[src/design/ntag_pkg.sv]
package ntag_pkg;

	// Actions carried by a request
	localparam logic ACT_HELLO = 1'b0;
	localparam logic ACT_PURGE = 1'b1;

	// Configuration register indexes
	localparam int unsigned CFG_IDX_W = 8;
	localparam logic [CFG_IDX_W-1:0] REG_TIMEOUT  = 8'd0;
	localparam logic [CFG_IDX_W-1:0] REG_AGE_STEP = 8'd1;

	// Width of the counts shown on the result ports
	localparam int unsigned CNT_OUT_W = 5;

	localparam logic [31:0] AGE_MAX = 32'hFFFF_FFFF;

	// One neighbor entry
	typedef struct packed {
		logic [15:0]        node_id;
		logic signed [7:0]  rssi;
		logic [7:0]         battery;
		logic [31:0]        age;
		logic [47:0]        mac;
	} entry_t;

	// Per-cycle command to the cell row
	typedef struct packed {
		logic shift;
		logic load;
	} cell_ctrl_t;

	// What the head unit decided about the entry at cell 0
	typedef struct packed {
		logic match;
		logic remove;
	} head_stat_t;

endpackage

[src/design/ntag_cell.sv]
module ntag_cell #(
	parameter int unsigned IDX = 0,
	parameter int unsigned CW  = 5
) (
	input  logic                clk,
	input  ntag_pkg::cell_ctrl_t ctrl,
	input  logic [CW-1:0]       len,
	input  ntag_pkg::entry_t    nxt,
	input  ntag_pkg::entry_t    tail,
	input  ntag_pkg::entry_t    fresh,
	output ntag_pkg::entry_t    q
);

	localparam logic [CW-1:0] IDX_C = CW'(IDX);
	localparam logic [CW-1:0] NXT_C = CW'(IDX + 1);

	ntag_pkg::entry_t entry_q;

	// Load a new entry at the end, or advance one place toward the head
	always_ff @(posedge clk) begin
		if (ctrl.load && (IDX_C == len)) begin
			entry_q <= fresh;
		end else if (ctrl.shift && (NXT_C < len)) begin
			entry_q <= nxt;
		end else if (ctrl.shift && (NXT_C == len)) begin
			entry_q <= tail;
		end
	end

	assign q = entry_q;

endmodule

[src/design/ntag_head.sv]
module ntag_head (
	input  ntag_pkg::entry_t     cur,
	input  logic                 action,
	input  logic                 found,
	input  logic [15:0]          node_id,
	input  logic signed [7:0]    rssi,
	input  logic [7:0]           battery,
	input  logic [47:0]          mac_address,
	input  logic [31:0]          timeout_ms,
	input  logic [15:0]          age_step_ms,
	output ntag_pkg::entry_t     upd,
	output ntag_pkg::head_stat_t stat
);

	logic [32:0] age_sum;

	assign age_sum = {1'b0, cur.age} + 33'(age_step_ms);

	// Match the first entry with the same id and refresh it, or judge and advance the age on a purge
	always_comb begin
		upd         = cur;
		stat.match  = 1'b0;
		stat.remove = 1'b0;
		if (action == ntag_pkg::ACT_HELLO) begin
			if (!found && (cur.node_id == node_id)) begin
				stat.match  = 1'b1;
				upd.rssi    = rssi;
				upd.battery = battery;
				upd.mac     = mac_address;
				upd.age     = '0;
			end
		end else begin
			stat.remove = (cur.age > timeout_ms);
			upd.age     = age_sum[32] ? ntag_pkg::AGE_MAX : age_sum[31:0];
		end
	end

endmodule

[src/design/neighbor_table_aging_core.sv]
// Channel   Signals                                         Transfer
// -------   ----------------------------------------------  -----------------------
// request   start, busy, action, node_id, rssi, battery,    start high, busy low
//           mac_address
// result    done, hit, inserted, dropped_full,              done high, one cycle
//           removed_count, count_after
// config    cfg_valid, cfg_ready, cfg_index, cfg_data        cfg_valid and cfg_ready
//
// On a transfer the row of cells rotates once through the shared head unit, one entry a
// cycle, then the finish state settles insertion and the result.
// Reset empties the table and restores the register defaults; entry contents are
// not cleared. The result is shown for one cycle and cannot be stalled.
module neighbor_table_aging_core #(
	parameter int unsigned MAX_ENTRIES = 16
) (
	input  logic                              clk,
	input  logic                              arst_n,
	input  logic                              start,
	output logic                              busy,
	input  logic                              action,
	input  logic [15:0]                       node_id,
	input  logic signed [7:0]                 rssi,
	input  logic [7:0]                        battery,
	input  logic [47:0]                       mac_address,
	output logic                              done,
	output logic                              hit,
	output logic                              inserted,
	output logic                              dropped_full,
	output logic [ntag_pkg::CNT_OUT_W-1:0]    removed_count,
	output logic [ntag_pkg::CNT_OUT_W-1:0]    count_after,
	input  logic                              cfg_valid,
	output logic                              cfg_ready,
	input  logic [ntag_pkg::CFG_IDX_W-1:0]    cfg_index,
	input  logic [31:0]                       cfg_data
);

	localparam int unsigned CW = $clog2(MAX_ENTRIES + 1);
	localparam logic [CW-1:0] MAX_C = CW'(MAX_ENTRIES);

	typedef enum logic [2:0] {
		ST_IDLE = 3'b001,
		ST_SCAN = 3'b010,
		ST_FIN  = 3'b100
	} state_t;

	state_t state_q;

	logic [31:0]        timeout_q;
	logic [15:0]        age_step_q;
	logic [CW-1:0]      count_q;
	logic [CW-1:0]      steps_q;
	logic [CW-1:0]      removed_q;
	logic               found_q;

	logic               action_q;
	logic [15:0]        node_id_q;
	logic signed [7:0]  rssi_q;
	logic [7:0]         battery_q;
	logic [47:0]        mac_q;

	logic               done_q;
	logic               hit_q;
	logic               inserted_q;
	logic               dropped_q;
	logic [ntag_pkg::CNT_OUT_W-1:0] removed_out_q;
	logic [ntag_pkg::CNT_OUT_W-1:0] count_out_q;

	ntag_pkg::entry_t     cell_q [MAX_ENTRIES];
	ntag_pkg::entry_t     head_upd;
	ntag_pkg::entry_t     fresh;
	ntag_pkg::head_stat_t head_stat;
	ntag_pkg::cell_ctrl_t ctrl;

	logic               accept;
	logic               do_insert;
	logic [CW-1:0]      count_fin;
	logic [CW+4:0]      count_ext;
	logic [CW+4:0]      removed_ext;

	assign accept    = start && (state_q == ST_IDLE);
	assign busy      = (state_q != ST_IDLE);
	assign cfg_ready = 1'b1;

	// Configuration registers; unknown indexes are ignored
	always_ff @(posedge clk or negedge arst_n) begin
		if (!arst_n) begin
			timeout_q  <= 32'd5000;
			age_step_q <= 16'd1000;
		end else if (cfg_valid && cfg_ready) begin
			case (cfg_index)
				ntag_pkg::REG_TIMEOUT:  timeout_q  <= cfg_data;
				ntag_pkg::REG_AGE_STEP: age_step_q <= cfg_data[15:0];
				default: ;
			endcase
		end
	end

	// Hold the request fields for the whole rotation
	always_ff @(posedge clk) begin
		if (accept) begin
			action_q  <= action;
			node_id_q <= node_id;
			rssi_q    <= rssi;
			battery_q <= battery;
			mac_q     <= mac_address;
		end
	end

	// Head unit works on the entry at cell 0
	ntag_head u_head (
		.cur         (cell_q[0]),
		.action      (action_q),
		.found       (found_q),
		.node_id     (node_id_q),
		.rssi        (rssi_q),
		.battery     (battery_q),
		.mac_address (mac_q),
		.timeout_ms  (timeout_q),
		.age_step_ms (age_step_q),
		.upd         (head_upd),
		.stat        (head_stat)
	);

	assign fresh.node_id = node_id_q;
	assign fresh.rssi    = rssi_q;
	assign fresh.battery = battery_q;
	assign fresh.age     = '0;
	assign fresh.mac     = mac_q;

	// Append a new entry after the scan on a hello when the id was not seen and room is left
	assign do_insert = (state_q == ST_FIN) && (action_q == ntag_pkg::ACT_HELLO) &&
		!found_q && (count_q < MAX_C);
	assign count_fin = do_insert ? (count_q + CW'(1)) : count_q;

	assign ctrl.shift = (state_q == ST_SCAN);
	assign ctrl.load  = do_insert;

	// Row of cells; the last cell's neighbor is the head unit's output
	for (genvar i = 0; i < MAX_ENTRIES; i++) begin : g_cell
		ntag_pkg::entry_t nxt;
		if (i == MAX_ENTRIES - 1) begin : g_last
			assign nxt = head_upd;
		end else begin : g_mid
			assign nxt = cell_q[i+1];
		end
		ntag_cell #(
			.IDX (i),
			.CW  (CW)
		) u_cell (
			.clk   (clk),
			.ctrl  (ctrl),
			.len   (count_q),
			.nxt   (nxt),
			.tail  (head_upd),
			.fresh (fresh),
			.q     (cell_q[i])
		);
	end

	// Sequence: rotate once through the head, then settle the result
	always_ff @(posedge clk or negedge arst_n) begin
		if (!arst_n) begin
			state_q   <= ST_IDLE;
			count_q   <= '0;
			steps_q   <= '0;
			removed_q <= '0;
			found_q   <= 1'b0;
		end else begin
			case (state_q)
				ST_IDLE: begin
					if (accept) begin
						steps_q   <= count_q;
						removed_q <= '0;
						found_q   <= 1'b0;
						state_q   <= (count_q == '0) ? ST_FIN : ST_SCAN;
					end
				end
				ST_SCAN: begin
					if (head_stat.match) begin
						found_q <= 1'b1;
					end
					if (head_stat.remove) begin
						count_q   <= count_q - CW'(1);
						removed_q <= removed_q + CW'(1);
					end
					steps_q <= steps_q - CW'(1);
					if (steps_q == CW'(1)) begin
						state_q <= ST_FIN;
					end
				end
				ST_FIN: begin
					count_q <= count_fin;
					state_q <= ST_IDLE;
				end
				default: state_q <= ST_IDLE;
			endcase
		end
	end

	assign count_ext   = (CW+5)'(count_fin);
	assign removed_ext = (CW+5)'(removed_q);

	// Result strobe
	always_ff @(posedge clk or negedge arst_n) begin
		if (!arst_n) begin
			done_q <= 1'b0;
		end else begin
			done_q <= (state_q == ST_FIN);
		end
	end

	// Result payload
	always_ff @(posedge clk) begin
		if (state_q == ST_FIN) begin
			hit_q         <= (action_q == ntag_pkg::ACT_HELLO) && found_q;
			inserted_q    <= do_insert;
			dropped_q     <= (action_q == ntag_pkg::ACT_HELLO) && !found_q &&
				(count_q == MAX_C);
			removed_out_q <= removed_ext[ntag_pkg::CNT_OUT_W-1:0];
			count_out_q   <= count_ext[ntag_pkg::CNT_OUT_W-1:0];
		end
	end

	assign done          = done_q;
	assign hit           = hit_q;
	assign inserted      = inserted_q;
	assign dropped_full  = dropped_q;
	assign removed_count = removed_out_q;
	assign count_after   = count_out_q;

endmodule

[config.mk]
export PLATFORM = sky130hd
export DESIGN_NAME = neighbor_table_aging_core
export DESIGN_NICKNAME = d
export VERILOG_FILES = /design/src/design/ntag_pkg.sv /design/src/design/ntag_cell.sv /design/src/design/ntag_head.sv /design/src/design/neighbor_table_aging_core.sv
export SDC_FILE = /design/constraint.sdc
export NUM_CORES = 2
export LEC_CHECK = 0
export BUFFER_PORTS_ARGS = -buffer_cell sky130_fd_sc_hd__buf_2
export CAP_MARGIN = 5
export CORE_ASPECT_RATIO = 0.5
export CORE_UTILIZATION = 65
export CTS_BUF_LIST = sky130_fd_sc_hd__clkbuf_2
export DETAILED_ROUTE_END_ITERATION = 6
export GPL_TIMING_DRIVEN = 0
export PLACE_DENSITY = 0.94
export SLEW_MARGIN = 0
export SYNTH_ARGS = -nofsm -noshare
export SYNTH_HDL_FRONTEND = slang
export SYNTH_SLANG_ARGS = --single-unit
export TNS_END_PERCENT = 100
[constraint.sdc]
create_clock -name clk -period 7.75 [get_ports clk]
set_clock_uncertainty 0.2 [all_clocks]
set_input_delay 1.1625 -clock clk [delete_from_list [all_inputs] [get_ports clk]]
set_output_delay 1.1625 -clock clk [all_outputs]
set_load 0.03 [all_outputs]
==> out/results.ini <==
[floorplanning]
die_h_um=176
dieArea_mm2=0.0619
start_util_pct=66.3
fp.dieW_um=351
ios=141
rows=63
core_mm2=0.0597

[global_routing]
antenna_found_initial=14
grt.met1_usage_pct=61.3
grt-ovfl-total=0
grt_max_degree=69
met3_usage_pct=23.3
use_met2_pct=68.8
grt_pass1_vias=36200
busiest_layer=met2
gr-usage-all-layers_pct=48.8
grt_pass1_wl_mm=223

[logic_synthesis]
synth-compound-area-share_pct=22.0
syn_inst=4265
synth_flop_cell=dfxtp_1
synth_edf_count=286
synth_warnings=0
ys_seq_elements=866
muxShareOfSynthArea_pct=4.79
synth_top_area_share_pct=25.9
async_flop_share_pct=7.85
synth_top_family_by_area=compound AO/OA/AOI/OAI gates
synth.net_count=4447
synth_area_leaders=dfxtp_1 26%, edfxtp_1 22%, nand2_1 6.1%
synth_cell_types=90
syn-mean-instance-area_um2=9.28
post-synth-top-count-cell=nand2_1
synth_xor_area_share_pct=0.797
synth_common_cells=642 x nand2_1, 512 x dfxtp_1, 447 x o21ai_0, 387 x nor2_1, 312 x clkbuf_1
netlist_area_mm2=0.0396
synth_fa_ha_area_share_pct=1.82
yosys.area_share.simple_pct=13.8
yosys.area.top_type=dfxtp_1
ys_seq_area_share_pct=51.9

[worst_setup_path]
r2r_start=count_q[1]
crit_path_start_kind=flop
ff2ff_path_depth=11
critical_path_buf_inv_count=4
ff2ff_setup_slack_ns=1.71
r2r_end=g_cell[3].u_cell.q[100]
cp_cell_sequence=buf_2 -> clkinv_1 -> ha_1 -> nor2_2 -> nand2_1 -> a211o_1 -> buf_2 -> nor2_1 -> nand2_1 -> clkbuf_1 -> nand3_1
crit_type=flop to flop
cpPeakStageDelay_ns=0.75
slowest_stage=nor2_1
crit_end=g_cell[3].u_cell.q[100]
arrival_ns=6.88
cpLargestDelayFamily=simple AND/OR/NAND/NOR gates
crit_fanout=16
critPathLaunch=count_q[1]
cp.required_ns=8.59
crit_path_end_kind=flop
crit_cells=11

[pwr]
pwr-share-clk_pct=27.4
irDropWorstVdd_uv=155
netSwitchingFraction_pct=37.4
p_seq_share_pct=48.7
fin_total_pwr_mw=11.2
p_sw_mw=4.19
p_comb_share_pct=23.9
p_int_mw=7.01
powerDensity_mw_per_mm2=258
p_leak_nw=16.3

[route]
drc=145
avgViaCountPerCell=7.06
drt-total-wl_mm=154
drt_iter0_markers=8162
ant_nets=0
avgRoutedWirePerCell_um=27.8
dr_total_vias=39200
first_pass_iters=7

[cts]
cts_tree=done
postCtsHoldBufs=53
clockBufferDepth=3
cts_max_level=4
root_buffer=clkbuf_2
cts_setup_buffers=0
ctsResizeCount=0
worstSkewPairLatency_ns=1.49
clk_pin_slew_ns=0.17
numClockSinks=866
cts_buffers=182

[layout]
nets=4763
drive_gt1_share_pct=11.6
layoutNonFillerInstCount=5542
fin_area_mm2=0.0433
syn2layout_area_growth_pct=9.42

[placement]
place_ws_ns=2.35
port_buffers=75
dp_hpwl_mm=115
place.gp.congestion=1.10
dp.cells=5155
place_area_mm2=0.0410

[sta]
rsz0062_at_grt=false
final.setup.tns_ns=0
final_hold_viol_count=0
slew_headroom_pct=2.27
fmax_ghz=0.166
setup_viol=0
slew_viol_final=0
max_slew.worst_pin.slew_ns=1.45
period_needed_ns=6.04
setup_ws_ns=1.71
period_share_pct=78.0

[run]
maxCapViolCount=0

[run_status]
violations=design-rule violations
outcome=finished, violations left

[min_path]
hp-class=input pin to async pin

==> power groups by stage <==
stage	clock, mW	sequential (mW)	combinational, mW
floorplan	0	5.41	1.55
global placement	0	5.51	2.33
detailed placement	0	5.52	2.44
CTS	2.96	5.43	2.48
global route	3.19	5.48	2.77
finish	3.07	5.46	2.67
==> registers in the layout, indices dropped and copies added, names as in the netlist <==
register and flops:
done 1, removed_count 5, node_id_q 16, g_cell.u_cell.q 768
removed_q 5, count_after 5, found_q 1, count_q 5
hit 1, timeout_q 32, action_q 1, state_q 3
age_step_q 16, inserted 1, dropped_full 1, steps_q 5
==> worst min-delay path by stage <==
| stage | startpoint | endpoint | depth (start not counted) |
|---|---|---|---|
| after global routing | arst_n | timeout_q[11] | 3 |
| after global placement | g_cell[11].u_cell.q[57] | g_cell[11].u_cell.q[57] | 2 |
| after floorplan | g_cell[11].u_cell.q[57] | g_cell[11].u_cell.q[57] | 2 |
| final | arst_n | timeout_q[11] | 3 |
| after detailed placement | g_cell[11].u_cell.q[63] | g_cell[11].u_cell.q[63] | 2 |
| after CTS | arst_n | timeout_q[11] | 3 |
==> placed cells by master, fill, tap and decap left out, types with 81 or more instances in the layout <==
cell type    n
buf_2      138
clkbuf_1   312
a21oi_1    214
a22oi_1    124
nor2_1     387
a31oi_1    134
edfxtp_1   286
nand2_1    642
mux2i_1    150
o22ai_1     81
dfxtp_1    512
clkbuf_2   293
o21ai_0    445
==> metal layers <==
| metal | share of wire, % | wire [µm] |
|---|---|---|
| met1 | 36 | 55100 |
| met2 | 40 | 61700 |
| met3 | 18 | 27800 |
| met4 | 5.9 | 9020 |
| met5 | 0.21 | 316 |
==> stage by stage <==
step                      util, %  hold slack (ns)
final                        72.6           0.0203
after global routing         72.6           0.0874
after CTS                    72.5           0.0565
after detailed placement     68.8            0.229
after global placement       68.7            0.231
after floorplan                 -            0.214
==> cell type report <==
class,instances,area [µm²]
timing repair buffer,132,973
fill,4370,16400
clock buffer,292,1460
sequential,866,20600
multi-input combinational,2923,17100
antenna,10,25.0
buffer,411,1660
clock inverter,31,246
tap,812,1020
inverter,65,244
==> cells by family after synthesis <==
kind of cell / count (synthesis)
compound gates: 1356
xor+xnor: 36
fa+ha+maj: 57
buf+inv: 476
flops: 866
mux: 185
other cells: 1
simple gates: 1288
==> worst min-delay path, delay by kind of cell <==
family / cells / cell delay (ns)
buffers and inverters: 3 / 0.92
No activity file was read; power rests on OpenSTA's default activity.
